===== src/sv/bmprgb_pkg.sv =====
// Shared types and constants for the BMP to RGB222 pixel converter.
`timescale 1ns / 1ps

package bmprgb_pkg;

  localparam int unsigned ADDR_W     = 20;
  localparam int unsigned DIM_OUT_W  = 11;
  localparam int unsigned COLOR_W    = 6;
  localparam int unsigned HDR_IDX_W  = 6;

  // Header layout and the values the checks expect.
  localparam logic [HDR_IDX_W-1:0] IDX_SIG_HI    = 6'd0;
  localparam logic [HDR_IDX_W-1:0] IDX_SIG_LO    = 6'd1;
  localparam logic [HDR_IDX_W-1:0] IDX_OFFSET    = 6'd10;
  localparam logic [HDR_IDX_W-1:0] IDX_INFO_SIZE = 6'd14;
  localparam logic [HDR_IDX_W-1:0] IDX_WIDTH     = 6'd18;
  localparam logic [HDR_IDX_W-1:0] IDX_HEIGHT    = 6'd22;
  localparam logic [HDR_IDX_W-1:0] IDX_PLANES    = 6'd26;
  localparam logic [HDR_IDX_W-1:0] IDX_COMPRESS  = 6'd30;
  localparam logic [HDR_IDX_W-1:0] IDX_HDR_LAST  = 6'd53;

  localparam logic [15:0] SIGNATURE     = 16'h424D;
  localparam logic [7:0]  PIXEL_OFFSET  = 8'd54;
  localparam logic [7:0]  INFO_HDR_SIZE = 8'd40;
  localparam logic [7:0]  PLANE_COUNT   = 8'd1;
  localparam logic [7:0]  NO_COMPRESS   = 8'd0;

  typedef enum logic [1:0] {
    MODE_IDLE   = 2'd0,
    MODE_HEADER = 2'd1,
    MODE_PIXELS = 2'd2,
    MODE_DONE   = 2'd3
  } mode_t;

  typedef enum logic [1:0] {
    KIND_PIXEL  = 2'd0,
    KIND_HDR_OK = 2'd1,
    KIND_HDR_BAD = 2'd2
  } kind_t;

  typedef enum logic [2:0] {
    ERR_NONE      = 3'd0,
    ERR_SIGNATURE = 3'd1,
    ERR_HDR_SIZE  = 3'd2,
    ERR_PLANES    = 3'd3,
    ERR_COMPRESS  = 3'd4,
    ERR_DIMENSION = 3'd5
  } err_t;

  typedef enum logic [1:0] {
    PHASE_BLUE  = 2'd0,
    PHASE_GREEN = 2'd1,
    PHASE_RED   = 2'd2
  } phase_t;

  typedef struct packed {
    logic [1:0]           result_kind;
    logic [2:0]           error_code;
    logic [COLOR_W-1:0]   pixel_color;
    logic [ADDR_W-1:0]    pixel_address;
    logic [DIM_OUT_W-1:0] image_width;
    logic [DIM_OUT_W-1:0] image_height;
    logic                 last_pixel;
  } result_t;

endpackage


===== src/sv/bmprgb_if.sv =====
// Stream interfaces for the byte input and the result output channels.
`timescale 1ns / 1ps

interface bmprgb_in_if;
  logic       valid;
  logic       ready;
  logic [7:0] data_byte;
  logic       start_of_file;

  modport source (output valid, output data_byte, output start_of_file, input ready);
  modport sink   (input valid, input data_byte, input start_of_file, output ready);
endinterface

interface bmprgb_out_if;
  logic        valid;
  logic        ready;
  logic [1:0]  result_kind;
  logic [2:0]  error_code;
  logic [5:0]  pixel_color;
  logic [19:0] pixel_address;
  logic [10:0] image_width;
  logic [10:0] image_height;
  logic        last_pixel;

  modport source (output valid, output result_kind, output error_code, output pixel_color,
                  output pixel_address, output image_width, output image_height,
                  output last_pixel, input ready);
  modport sink   (input valid, input result_kind, input error_code, input pixel_color,
                  input pixel_address, input image_width, input image_height,
                  input last_pixel, output ready);
endinterface


===== src/sv/bmprgb_parser.sv =====
// Header checker and pixel packer: all parse state, one byte per step.
`timescale 1ns / 1ps

module bmprgb_parser #(
  parameter int unsigned MAX_WIDTH  = 1024,
  parameter int unsigned MAX_HEIGHT = 1024
) (
  input  logic                clk,
  input  logic                rst_n,
  input  logic                step,
  input  logic [7:0]          data_byte,
  input  logic                start_of_file,
  output logic                res_valid,
  output bmprgb_pkg::result_t res
);
  import bmprgb_pkg::*;

  localparam int unsigned WD_W   = $clog2(MAX_WIDTH + 1);
  localparam int unsigned HT_W   = $clog2(MAX_HEIGHT + 1);
  localparam int unsigned PROD_W = WD_W + HT_W;

  mode_t                mode_r, mode_nxt;
  logic [HDR_IDX_W-1:0] idx_r, idx_nxt;
  err_t                 err_r, err_nxt;
  logic [7:0]           sig_hi_r, sig_hi_nxt;
  logic [31:0]          width_r, width_nxt;
  logic [31:0]          height_r, height_nxt;
  phase_t               phase_r, phase_nxt;
  logic [3:0]           held_r, held_nxt;
  logic [WD_W-1:0]      col_r, col_nxt;
  logic [HT_W-1:0]      rows_r, rows_nxt;
  logic [1:0]           pad_r, pad_nxt;
  logic [ADDR_W-1:0]    waddr_r, waddr_nxt;
  logic [ADDR_W-1:0]    row_base_r, row_base_nxt;
  logic [ADDR_W-1:0]    first_base_r, first_base_nxt;

  logic [1:0]           top_bits;
  logic [HDR_IDX_W-1:0] w_ofs, h_ofs;
  logic                 in_width_field, in_height_field;
  logic [HT_W-1:0]      height_m1;
  logic [PROD_W-1:0]    prod;
  logic                 dims_too_big, dims_zero;
  err_t                 final_err;
  logic [WD_W-1:0]      col_inc;
  logic                 row_end;
  logic [ADDR_W-1:0]    width_addr;

  assign top_bits        = data_byte[7:6];
  assign w_ofs           = idx_r - IDX_WIDTH;
  assign h_ofs           = idx_r - IDX_HEIGHT;
  assign in_width_field  = (idx_r >= IDX_WIDTH) && (idx_r < IDX_HEIGHT);
  assign in_height_field = (idx_r >= IDX_HEIGHT) && (idx_r < IDX_PLANES);

  // Base of the bottom file row in the top-down buffer, (height - 1) * width.
  // Taken while the planes byte passes, once both words are complete.
  assign height_m1 = height_r[HT_W-1:0] - HT_W'(1);
  assign prod      = {{WD_W{1'b0}}, height_m1} * {{HT_W{1'b0}}, width_r[WD_W-1:0]};

  assign dims_too_big = (width_r > 32'(MAX_WIDTH)) || (height_r > 32'(MAX_HEIGHT));
  assign dims_zero    = (width_r == 32'd0) || (height_r == 32'd0);
  assign final_err    = (err_r == ERR_NONE && dims_too_big) ? ERR_DIMENSION : err_r;

  assign col_inc    = col_r + WD_W'(1);
  assign row_end    = (col_inc == width_r[WD_W-1:0]);
  assign width_addr = ADDR_W'(width_r[WD_W-1:0]);

  // Next state.
  always_comb begin
    mode_nxt       = mode_r;
    idx_nxt        = idx_r;
    err_nxt        = err_r;
    sig_hi_nxt     = sig_hi_r;
    width_nxt      = width_r;
    height_nxt     = height_r;
    phase_nxt      = phase_r;
    held_nxt       = held_r;
    col_nxt        = col_r;
    rows_nxt       = rows_r;
    pad_nxt        = pad_r;
    waddr_nxt      = waddr_r;
    row_base_nxt   = row_base_r;
    first_base_nxt = first_base_r;
    if (start_of_file) begin
      // A start mark clears the header, error and pixel state and the byte is header byte 0.
      mode_nxt   = MODE_HEADER;
      idx_nxt    = IDX_SIG_LO;
      err_nxt    = ERR_NONE;
      sig_hi_nxt = data_byte;
      width_nxt  = '0;
      height_nxt = '0;
      phase_nxt  = PHASE_BLUE;
      held_nxt   = '0;
      col_nxt    = '0;
      rows_nxt   = '0;
      pad_nxt    = '0;
      waddr_nxt  = '0;
    end else begin
      case (mode_r)
        MODE_HEADER: begin
          idx_nxt = idx_r + HDR_IDX_W'(1);
          if (idx_r == IDX_SIG_HI) begin
            sig_hi_nxt = data_byte;
          end else if (idx_r == IDX_SIG_LO) begin
            if ({sig_hi_r, data_byte} != SIGNATURE && err_r == ERR_NONE) begin
              err_nxt = ERR_SIGNATURE;
            end
          end else if (idx_r == IDX_OFFSET) begin
            if (data_byte != PIXEL_OFFSET && err_r == ERR_NONE) begin
              err_nxt = ERR_HDR_SIZE;
            end
          end else if (idx_r == IDX_INFO_SIZE) begin
            if (data_byte != INFO_HDR_SIZE && err_r == ERR_NONE) begin
              err_nxt = ERR_HDR_SIZE;
            end
          end else if (idx_r == IDX_PLANES) begin
            if (data_byte != PLANE_COUNT && err_r == ERR_NONE) begin
              err_nxt = ERR_PLANES;
            end
            first_base_nxt = ADDR_W'(prod);
          end else if (idx_r == IDX_COMPRESS) begin
            if (data_byte != NO_COMPRESS && err_r == ERR_NONE) begin
              err_nxt = ERR_COMPRESS;
            end
          end else if (in_width_field) begin
            width_nxt[{w_ofs[1:0], 3'b000} +: 8] = data_byte;
          end else if (in_height_field) begin
            height_nxt[{h_ofs[1:0], 3'b000} +: 8] = data_byte;
          end
          if (idx_r == IDX_HDR_LAST) begin
            err_nxt = final_err;
            if (final_err != ERR_NONE || dims_zero) begin
              mode_nxt = MODE_DONE;
            end else begin
              mode_nxt     = MODE_PIXELS;
              rows_nxt     = height_r[HT_W-1:0];
              col_nxt      = '0;
              phase_nxt    = PHASE_BLUE;
              pad_nxt      = '0;
              waddr_nxt    = first_base_r;
              row_base_nxt = first_base_r;
            end
          end
        end
        MODE_PIXELS: begin
          if (pad_r != 2'd0) begin
            pad_nxt = pad_r - 2'd1;
          end else begin
            case (phase_r)
              PHASE_BLUE: begin
                held_nxt[1:0] = top_bits;
                phase_nxt     = PHASE_GREEN;
              end
              PHASE_GREEN: begin
                held_nxt[3:2] = top_bits;
                phase_nxt     = PHASE_RED;
              end
              default: begin
                phase_nxt = PHASE_BLUE;
                if (row_end) begin
                  col_nxt = '0;
                  pad_nxt = width_r[1:0];
                  if (rows_r <= HT_W'(1)) begin
                    rows_nxt = '0;
                    mode_nxt = MODE_DONE;
                  end else begin
                    rows_nxt     = rows_r - HT_W'(1);
                    row_base_nxt = row_base_r - width_addr;
                    waddr_nxt    = row_base_r - width_addr;
                  end
                end else begin
                  col_nxt   = col_inc;
                  waddr_nxt = waddr_r + ADDR_W'(1);
                end
              end
            endcase
          end
        end
        default: begin
        end
      endcase
    end
  end

  // Result for the byte being taken.
  always_comb begin
    res_valid         = 1'b0;
    res.result_kind   = KIND_PIXEL;
    res.error_code    = ERR_NONE;
    res.pixel_color   = '0;
    res.pixel_address = '0;
    res.image_width   = width_r[DIM_OUT_W-1:0];
    res.image_height  = height_r[DIM_OUT_W-1:0];
    res.last_pixel    = 1'b0;
    if (step && !start_of_file) begin
      case (mode_r)
        MODE_HEADER: begin
          if (idx_r == IDX_HDR_LAST) begin
            res_valid = 1'b1;
            if (final_err != ERR_NONE) begin
              res.result_kind = KIND_HDR_BAD;
              res.error_code  = final_err;
            end else begin
              res.result_kind = KIND_HDR_OK;
            end
          end
        end
        MODE_PIXELS: begin
          if (pad_r == 2'd0 && phase_r == PHASE_RED) begin
            res_valid         = 1'b1;
            res.pixel_color   = {top_bits, held_r};
            res.pixel_address = waddr_r;
            res.last_pixel    = row_end && (rows_r <= HT_W'(1));
          end
        end
        default: begin
        end
      endcase
    end
  end

  always_ff @(posedge clk) begin
    if (!rst_n) begin
      mode_r <= MODE_IDLE;
    end else if (step) begin
      mode_r <= mode_nxt;
    end
  end

  always_ff @(posedge clk) begin
    if (step) begin
      idx_r        <= idx_nxt;
      err_r        <= err_nxt;
      sig_hi_r     <= sig_hi_nxt;
      width_r      <= width_nxt;
      height_r     <= height_nxt;
      phase_r      <= phase_nxt;
      held_r       <= held_nxt;
      col_r        <= col_nxt;
      rows_r       <= rows_nxt;
      pad_r        <= pad_nxt;
      waddr_r      <= waddr_nxt;
      row_base_r   <= row_base_nxt;
      first_base_r <= first_base_nxt;
    end
  end

  a_pixels_have_size: assert property (@(posedge clk) disable iff (!rst_n)
    mode_r == MODE_PIXELS |-> width_r != 32'd0 && rows_r != '0)
    else $error("pixel mode entered with an empty image");

  a_column_in_row: assert property (@(posedge clk) disable iff (!rst_n)
    mode_r == MODE_PIXELS |-> col_r < width_r[WD_W-1:0])
    else $error("column count ran past the row width");

  a_result_needs_byte: assert property (@(posedge clk) disable iff (!rst_n)
    res_valid |-> step)
    else $error("result raised without an accepted byte");

endmodule


===== src/sv/bmprgb_obuf.sv =====
// Two-entry output buffer: result register plus skid entry.
`timescale 1ns / 1ps

module bmprgb_obuf (
  input  logic                clk,
  input  logic                rst_n,
  input  logic                push,
  input  bmprgb_pkg::result_t push_data,
  output logic                space,
  output logic                out_valid,
  input  logic                out_ready,
  output bmprgb_pkg::result_t out_data
);
  import bmprgb_pkg::*;

  logic    main_v_r, main_v_nxt;
  logic    skid_v_r, skid_v_nxt;
  result_t main_r, main_nxt;
  result_t skid_r, skid_nxt;
  logic    pop;

  assign pop       = main_v_r && out_ready;
  assign space     = !skid_v_r;
  assign out_valid = main_v_r;
  assign out_data  = main_r;

  always_comb begin
    main_v_nxt = main_v_r;
    main_nxt   = main_r;
    skid_v_nxt = skid_v_r;
    skid_nxt   = skid_r;
    if (!main_v_r || pop) begin
      if (skid_v_r) begin
        main_v_nxt = 1'b1;
        main_nxt   = skid_r;
        skid_v_nxt = push;
        skid_nxt   = push_data;
      end else begin
        main_v_nxt = push;
        main_nxt   = push_data;
      end
    end else if (push) begin
      skid_v_nxt = 1'b1;
      skid_nxt   = push_data;
    end
  end

  always_ff @(posedge clk) begin
    if (!rst_n) begin
      main_v_r <= 1'b0;
      skid_v_r <= 1'b0;
    end else begin
      main_v_r <= main_v_nxt;
      skid_v_r <= skid_v_nxt;
    end
  end

  always_ff @(posedge clk) begin
    main_r <= main_nxt;
    skid_r <= skid_nxt;
  end

  a_no_overflow: assert property (@(posedge clk) disable iff (!rst_n)
    push |-> !skid_v_r)
    else $error("result pushed while both entries are full");

  a_skid_behind_main: assert property (@(posedge clk) disable iff (!rst_n)
    skid_v_r |-> main_v_r)
    else $error("skid entry holds a word ahead of an empty main entry");

  a_stalled_push_to_skid: assert property (@(posedge clk) disable iff (!rst_n)
    main_v_r && !out_ready && push |=> skid_v_r && main_v_r)
    else $error("word pushed during a stall was not kept");

endmodule


===== src/sv/bmp_stream_to_rgb222_pixels_core.sv =====
// Top level of the BMP byte stream to RGB222 pixel converter.
`timescale 1ns / 1ps

// Channel   Direction  Word                                   Handshake
// in_bus    in         data_byte, start_of_file               valid/ready
// out_bus   out        kind, error, colour, address, dims,    valid/ready
//                      last_pixel
//
// One byte is taken per cycle while the output buffer has space. Every
// accepted byte updates the parse state at that edge, and a result, if any,
// is registered at the same edge, behind any older word still buffered.
// The result register is followed by a skid entry, so a stall on out_bus
// stops in_bus only once both entries are full.
// Reset (rst_n low, synchronous) leaves the parser idle, ignoring bytes
// until one arrives with start_of_file set.

module bmp_stream_to_rgb222_pixels_core #(
  parameter int unsigned MAX_WIDTH  = 1024,
  parameter int unsigned MAX_HEIGHT = 1024
) (
  input  logic                clk,
  input  logic                rst_n,
  bmprgb_in_if.sink           in_bus,
  bmprgb_out_if.source        out_bus
);
  import bmprgb_pkg::*;

  logic    step;
  logic    res_valid;
  result_t res;
  logic    space;
  result_t out_data;

  // A byte is taken whenever the output buffer can absorb one more word,
  // whether or not this particular byte produces one.
  assign in_bus.ready = space;
  assign step         = in_bus.valid && space;

  // The parser holds the header checks, the captured width and height, the
  // colour packing of each blue, green, red triple and the row-flipped write
  // address. The first row base, (height - 1) * width, is multiplied out
  // while the header is still streaming, so the end of the header only
  // copies it; later rows step down by one width with a subtraction.
  bmprgb_parser #(
    .MAX_WIDTH  (MAX_WIDTH),
    .MAX_HEIGHT (MAX_HEIGHT)
  ) u_parser (
    .clk           (clk),
    .rst_n         (rst_n),
    .step          (step),
    .data_byte     (in_bus.data_byte),
    .start_of_file (in_bus.start_of_file),
    .res_valid     (res_valid),
    .res           (res)
  );

  bmprgb_obuf u_obuf (
    .clk       (clk),
    .rst_n     (rst_n),
    .push      (res_valid),
    .push_data (res),
    .space     (space),
    .out_valid (out_bus.valid),
    .out_ready (out_bus.ready),
    .out_data  (out_data)
  );

  assign out_bus.result_kind   = out_data.result_kind;
  assign out_bus.error_code    = out_data.error_code;
  assign out_bus.pixel_color   = out_data.pixel_color;
  assign out_bus.pixel_address = out_data.pixel_address;
  assign out_bus.image_width   = out_data.image_width;
  assign out_bus.image_height  = out_data.image_height;
  assign out_bus.last_pixel    = out_data.last_pixel;

endmodule


===== src/flat_wrapper.sv =====
// flat-port wrapper written by rule: the top's interface ports become plain ports
module bmp_stream_to_rgb222_pixels_core_flat import bmprgb_pkg::*;
#(
  parameter int unsigned MAX_WIDTH  = 1024,
  parameter int unsigned MAX_HEIGHT = 1024
)
  (clk, rst_n, in_bus_valid, in_bus_data_byte, in_bus_start_of_file, in_bus_ready, out_bus_valid, out_bus_result_kind, out_bus_error_code, out_bus_pixel_color, out_bus_pixel_address, out_bus_image_width, out_bus_image_height, out_bus_last_pixel, out_bus_ready);
  bmprgb_in_if in_bus_i ();
  bmprgb_out_if out_bus_i ();
  input  logic clk;
  input  logic rst_n;
  input wire logic [$bits(in_bus_i.valid)-1:0] in_bus_valid;
  input wire logic [$bits(in_bus_i.data_byte)-1:0] in_bus_data_byte;
  input wire logic [$bits(in_bus_i.start_of_file)-1:0] in_bus_start_of_file;
  output wire logic [$bits(in_bus_i.ready)-1:0] in_bus_ready;
  output wire logic [$bits(out_bus_i.valid)-1:0] out_bus_valid;
  output wire logic [$bits(out_bus_i.result_kind)-1:0] out_bus_result_kind;
  output wire logic [$bits(out_bus_i.error_code)-1:0] out_bus_error_code;
  output wire logic [$bits(out_bus_i.pixel_color)-1:0] out_bus_pixel_color;
  output wire logic [$bits(out_bus_i.pixel_address)-1:0] out_bus_pixel_address;
  output wire logic [$bits(out_bus_i.image_width)-1:0] out_bus_image_width;
  output wire logic [$bits(out_bus_i.image_height)-1:0] out_bus_image_height;
  output wire logic [$bits(out_bus_i.last_pixel)-1:0] out_bus_last_pixel;
  input wire logic [$bits(out_bus_i.ready)-1:0] out_bus_ready;
  assign in_bus_i.valid = in_bus_valid;
  assign in_bus_i.data_byte = in_bus_data_byte;
  assign in_bus_i.start_of_file = in_bus_start_of_file;
  assign in_bus_ready = in_bus_i.ready;
  assign out_bus_valid = out_bus_i.valid;
  assign out_bus_result_kind = out_bus_i.result_kind;
  assign out_bus_error_code = out_bus_i.error_code;
  assign out_bus_pixel_color = out_bus_i.pixel_color;
  assign out_bus_pixel_address = out_bus_i.pixel_address;
  assign out_bus_image_width = out_bus_i.image_width;
  assign out_bus_image_height = out_bus_i.image_height;
  assign out_bus_last_pixel = out_bus_i.last_pixel;
  assign out_bus_i.ready = out_bus_ready;
  bmp_stream_to_rgb222_pixels_core #(.MAX_WIDTH(MAX_WIDTH), .MAX_HEIGHT(MAX_HEIGHT)) u_core (.clk(clk), .rst_n(rst_n), .in_bus(in_bus_i), .out_bus(out_bus_i));
endmodule

===== config.mk =====
export PLATFORM = sky130hd
export DESIGN_NAME = bmp_stream_to_rgb222_pixels_core_flat
export DESIGN_NICKNAME = d
export VERILOG_FILES = /design/src/sv/bmprgb_pkg.sv /design/src/sv/bmprgb_if.sv /design/src/sv/bmprgb_parser.sv /design/src/sv/bmprgb_obuf.sv /design/src/sv/bmp_stream_to_rgb222_pixels_core.sv /design/src/flat_wrapper.sv
export SDC_FILE = /design/constraint.sdc
export NUM_CORES = 1
export LEC_CHECK = 0
export ABC_AREA = 1
export BUFFER_PORTS_ARGS = -buffer_cell sky130_fd_sc_hd__buf_2
export CELL_PAD_IN_SITES_DETAIL_PLACEMENT = 1
export CELL_PAD_IN_SITES_GLOBAL_PLACEMENT = 2
export CORE_UTILIZATION = 40
export DETAILED_ROUTE_END_ITERATION = 10
export GPL_ROUTABILITY_DRIVEN = 1
export PLACE_DENSITY_LB_ADDON = 0.1
export SYNTH_ARGS = -nofsm -noshare
export SYNTH_HDL_FRONTEND = slang
export SYNTH_SLANG_ARGS = --single-unit

===== constraint.sdc =====
create_clock -name clk -period 8.19 [get_ports clk]
set_input_delay 2.0475 -clock clk [delete_from_list [all_inputs] [get_ports clk]]
set_output_delay 2.0475 -clock clk [all_outputs]
set_load 0.05 [all_outputs]

After elaboration in Yosys (flattened, before gate mapping)

Cells that the tools add are included.

Output and inout port bits: 56
Register bits: 283
Bits in latches: 0
Bits in read-only memories: 0
Memory bits (writable): 0
Memories: 0

Multiply operators: 1
Magnitude comparators: 7
Reduce and logical (&&, ||, !) cells: 58
Div/mod/pow operators: 0
Bitwise gates (word level): 5
Shift operators: 4
$add $sub $neg: 11
Multiplexer cells: 104
Eq/ne operators: 44

Operator list:

| operator               | count |
|---|---|
| $mux 32                | 17 |
| $mux 54                | 4 |
| $mux 20                | 9 |
| $mux 11                | 11 |
| $pmux 20 s2            | 2 |
| $bwmux 32              | 2 |
| $gt 32x11->1 const B   | 2 |
| $logic_not 32->1       | 2 |
| $shift 8x7->32 const A | 2 |
| $shiftx 8x7->32        | 2 |
| $mux 26                | 2 |
| $mux 3                 | 15 |
| $pmux 11 s2            | 2 |
| $mux 31                | 1 |
| $mux 2                 | 15 |
| $ne 2x2->1 const B     | 15 |
| $reduce_and 9->1       | 3 |
| $mux 8                 | 3 |
| $sub 11x1->11 const B  | 2 |
| $reduce_and 7->1       | 3 |
| $add 20x1->20 const B  | 1 |
| $mul 11x11->20         | 1 |
| $reduce_bool 2->1      | 10 |
| $sub 20x11->20         | 1 |
| other kinds (49)       | 107 |

Logic depth before layout (Yosys ltp)

Depth in word-level cells: 13
Depth in mapped cells: 28
Gate-level depth less buffers: 28

Modules after synthesis

Synthesis repeated with hierarchy kept, for this count alone.

Cells, all modules: 2086
Area, all modules: 18386.4 sq um

Modules (own cells, without submodules):

| module                           | times used | cells an instance | area an instance (sq um) | sequential area each (sq um) |
|---|---|---|---|---|
| bmprgb_parser                    | 1          | 1786              | 14302.5                  | 5175.0 |
| bmprgb_obuf                      | 1          | 298               | 4076.4                   | 3283.1 |
| bmp_stream_to_rgb222_pixels_core | 1          | 2                 | 7.5                      | 0.0 |

Worst setup path before layout

No wires, ideal clock.

Path kind: in2reg
Start point: input port out_bus_ready
End point: register u_core.u_obuf.skid_r[0] (netlist bit) (enable)
Stages on the path: 4
Data required time: 7.707 ns
Setup time: 0.483 ns
Path slack: 1.710 ns
Arrival: 5.997 ns
Path through: nor2_1 > inv_1 > nor2_1 > a21oi_1

Cells in the longest elaborated chain, start to end: 4
Elaborated cells on any way between the ends: 5
Those cells by class: 1 x eq/ne; 4 x reduce/logical

Ends and longest elaborated chain:

| item                                                             | RTL line           | text |
|---|---|---|
| from (decl)                                                      | flat_wrapper.sv:24 | `input wire logic [$bits(out_bus_i.ready)-1:0] out_bus_ready;` |
| $logic_and 1x1->1 (*)                                            | bmprgb_obuf.sv:22  | `assign pop = main_v_r && out_ready;` |
| $logic_or 1x1->1 (*)                                             | bmprgb_obuf.sv:32  | `if (!main_v_r \|\| pop) begin` |
| $ne 2x2->1 (no line) / $reduce_bool 2->1 (equally long branches) | -                  |  |
| $reduce_and 2->1 (no line) (*)                                   | -                  |  |
| to (signal assigned)                                             | bmprgb_obuf.sv:60  | `skid_r <= skid_nxt;` |
| to (decl)                                                        | bmprgb_obuf.sv:19  | `result_t skid_r, skid_nxt;` |

Mark *: on every way between the ends. The rest lies on a longest branch, timed or not.
A chain may end at the register's enable or synchronous reset.

Final worst setup path

Start point: register u_core.u_parser.height_r[0]
End point: register u_core.u_parser.first_base_r[15] (data pin)

Cells in the longest elaborated chain, start to end: 2

Ends and longest elaborated chain:

| item                         | RTL line             | text |
|---|---|---|
| from (decl)                  | bmprgb_parser.sv:27  | `logic [31:0] height_r, height_nxt;` |
| from (signal assigned)       | bmprgb_parser.sv:235 | `height_r <= height_nxt;` |
| $sub 11x1->11                | bmprgb_parser.sv:56  | `assign height_m1 = height_r[HT_W-1:0] - HT_W'(1);` |
| $mul 11x11->20               | bmprgb_parser.sv:57  | `assign prod = {{WD_W{1'b0}}, height_m1} * {{HT_W{1'b0}}, width_r[WD_W-1:0]};` |
| net u_core.u_parser.prod[15] | bmprgb_parser.sv:41  | `logic [PROD_W-1:0] prod;` |
| to (signal assigned)         | bmprgb_parser.sv:243 | `first_base_r <= first_base_nxt;` |
| to (decl)                    | bmprgb_parser.sv:35  | `logic [ADDR_W-1:0] first_base_r, first_base_nxt;` |

The timed path passes the listed nets, and every way through them passes these cells.

==> flow_summary.json <==
{
  "outcome": "completed",
  "overflow": 0,
  "syn_inst": 2011,
  "port_buffers": 68,
  "firstDrtPassIters": 5,
  "fill_cells": 5179,
  "ant_nets": 0,
  "setup_slack_ns": 1.751,
  "num_vias": 14080,
  "syn_nets": 2180,
  "irDropWorstVdd_mv": 0.1705,
  "die_w_um": 214.5,
  "switching_power_mw": 1.588,
  "cts.clk_slew.worst_paths_ns": 0.06,
  "synth_seq_cells": 283,
  "r2r-start": "u_core.u_parser.height_r[0]",
  "synth_area_leaders": "edfxtp_1 46%, nand2_1 9.6%, fa_1 8.9%, nor2_1 5.5%, inv_1 5.3%",
  "clockBufferDepth": 3,
  "cts_resized": 0,
  "nNetsFinal": 2236,
  "grt_max_degree": 78,
  "p_clk_frac": 0.317,
  "areaGrowthSynthToFinish_pct": 11.28,
  "start_util": 0.4067,
  "vias_per_cell": 5.255,
  "drt_wl_total_um": 53710,
  "syn_area_mm2": 0.01806,
  "final_area_mm2": 0.02010,
  "ys_seq_area_frac": 0.4683,
  "cts_tree": "done",
  "cellPowerDensity_mw_per_mm2": 234.5,
  "drv_slew": 0,
  "ys_warn_count": 0,
  "min_path_type": "register to register",
  "setup_viol_count_final": 0,
  "clock_sinks": 283,
  "switching_share": 0.3369,
  "drv_cap": 0,
  "start_kind": "register",
  "crit_start": "u_core.u_parser.height_r[0]",
  "synth_ff_type": "edfxtp_1",
  "antennaDiodeCount": 0,
  "hold_ws_ns": 0.4836,
  "drive_above_1_share": 0.08529,
  "clock_skew_ns": 0.02901,
  "drt_iter0_markers": 767,
  "cts_max_level": 2,
  "end_kind": "register",
  "final_cell_mix": "461 x nand2_1, 279 x edfxtp_1, 264 x nor2_1, 256 x inv_1, 117 x nand3_1",
  "track_usage": 0.2387,
  "die_h_um": 214.5,
  "synth-edff-count": 279,
  "avgSynthCellArea_um2": 8.982,
  "critPathKind": "register to register",
  "power.leakage_nw": 8.685,
  "power_frac_comb": 0.306,
  "placed_area_mm2": 0.01904,
  "total_power_mw": 4.713,
  "final.setup.tns_ns": 0,
  "num_rows": 77,
  "relSlewSlack": 0.2772,
  "yosysTopAreaCell": "edfxtp_1",
  "routabilityCongestion": 0.8338,
  "worst_slew_pin_slew_ns": 1.080,
  "place_hpwl_um": 39870,
  "min_from": "u_core.u_parser.height_r[1]",
  "cp.arrival_ns": 6.73,
  "fin_crit_sh": 0.7862,
  "insertion_delay_ns": 0.55,
  "core_area_mm2": 0.04441,
  "final_util": 0.4526,
  "grt_pass1_vias": 14760,
  "placed_cells": 2623,
  "cts_hold_buf": 0,
  "final_cells": 2679,
  "async_flop_share": 0,
  "intPower_mw": 3.125,
  "yosysUniqueCellTypes": 47,
  "dp_worst_setup_slack_ns": 1.762,
  "p_seq_frac": 0.377,
  "mostFrequentLayoutCell": "nand2_1",
  "clockRootBuffer": "clkbuf_16",
  "drc_errors": 0,
  "die_area_mm2": 0.04601,
  "antenna_found_initial": 0,
  "grt_pass1_wl_um": 84830,
  "finalHoldViolations": 0,
  "cts_buffers": 34,
  "io_pins": 69,
  "path_max_fanout": 12,
  "synth.top_cell.area_share": 0.4638,
  "rsz0062_at_grt": "false",
  "post_cts_buffers": 0,
  "routedWlPerCell_um": 20.05,
  "cp.required_ns": 8.48,
  "fmax_mhz": 155.3,
  "finalCriticalPeriod_ns": 6.439
}
[synth_stat cells (11+ instances only)]
cell	n
nor2_1	265
clkbuf_1	50
nor4_1	13
inv_1	257
nand2_1	461
o22ai_1	11
nand3_1	117
o21ai_0	81
edfxtp_1	279
fa_1	80
xor2_1	39
ha_1	76
nand4_1	33
a21oi_1	110
xnor2_1	21
nor3_1	25
[power groups by stage]
stage                     clock network (mW)  logic (mW)  registers [mW]
after floorplan                            0        1.05            1.80
after global placement                     0        1.42            1.80
after detailed placement                   0        1.45            1.81
after CTS                               1.53        1.46            1.78
after global routing                    1.58        1.66            1.78
final                                   1.50        1.44            1.78
[final timing paths]
kind	cells past startpoint	slack (ns)	endpoint
min reg2reg	0	0.48	u_core.u_obuf.skid_r[2]
min	0	0.48	u_core.u_obuf.skid_r[2]
max reg2reg	24	1.75	u_core.u_parser.first_base_r[15]
max	24	1.75	u_core.u_parser.first_base_r[15]
[metal layers]
| layer | vias to the layer above | wire (um) | share of wire | global-route usage |
|---|---|---|---|---|
| met5 | - | 0 | 0 | 0 |
| met4 | 0 | 1373 | 0.026 | 0.07262 |
| met3 | 73 | 1864 | 0.035 | 0.02709 |
| met2 | 282 | 25210 | 0.47 | 0.3932 |
| met1 | 6986 | 25260 | 0.47 | 0.3299 |
| li1 | 6738 | - | - | - |
[state kept, by name, indices dropped and copies added, names as in the netlist]
signal and count:
u_core.u_parser.mode_r 2, u_core.u_parser.waddr_r 20, u_core.u_obuf.out_valid 1, u_core.u_obuf.out_data 54
u_core.u_parser.held_r 4, u_core.u_parser.sig_hi_r 8, u_core.u_parser.rows_r 11, u_core.u_parser.row_base_r 20
u_core.u_parser.pad_r 2, u_core.u_parser.phase_r 2, u_core.u_parser.idx_r 6, u_core.u_obuf.skid_v_r 1
u_core.u_parser.height_r 32, u_core.u_parser.err_r 3, u_core.u_parser.col_r 11, u_core.u_parser.first_base_r 20
u_core.u_parser.width_r 32, u_core.u_obuf.skid_r 54
[cell type report]
class	count	area, um2	share of cell area
Sequential cell	283	8459	0.4209
Timing Repair Buffer	86	478.0	0.02378
Multi-Input combinational cell	1397	8363	0.4161
Tap cell	592	740.7	0.03685
Clock inverter	15	187.7	0.009337
Clock buffer	41	877.1	0.04364
Inverter	265	994.7	0.04949
[critical path, stage by stage (launching register included)]
cell	delay [ns]
edfxtp_1	0.56
inv_1	0.23
ha_1	0.26
nand3_2	0.12
nor2_4	0.14
inv_2	0.06
nor2_1	0.13
nand2_1	0.08
nand2_1	0.26
inv_1	0.17
nand2_1	0.11
fa_1	0.45
fa_1	0.51
inv_1	0.05
fa_1	0.46
fa_1	0.54
inv_1	0.06
fa_1	0.53
inv_1	0.05
ha_1	0.35
nand2_1	0.09
o21ai_0	0.46
a21oi_1	0.18
o21ai_0	0.23
xor2_1	0.09
[cells by family (layout without fill, tap and decap cells)]
kind of cell / Yosys count / count (layout) / synth area share
compound gates: 235 / 235 / 0.07038
xor+xnor: 60 / 60 / 0.02909
fa+ha+maj: 156 / 156 / 0.1413
buf+inv: 331 / 407 / 0.07038
flops: 283 / 283 / 0.4683
simple gates: 946 / 946 / 0.2206
No activity file was read; power rests on OpenSTA's default activity.
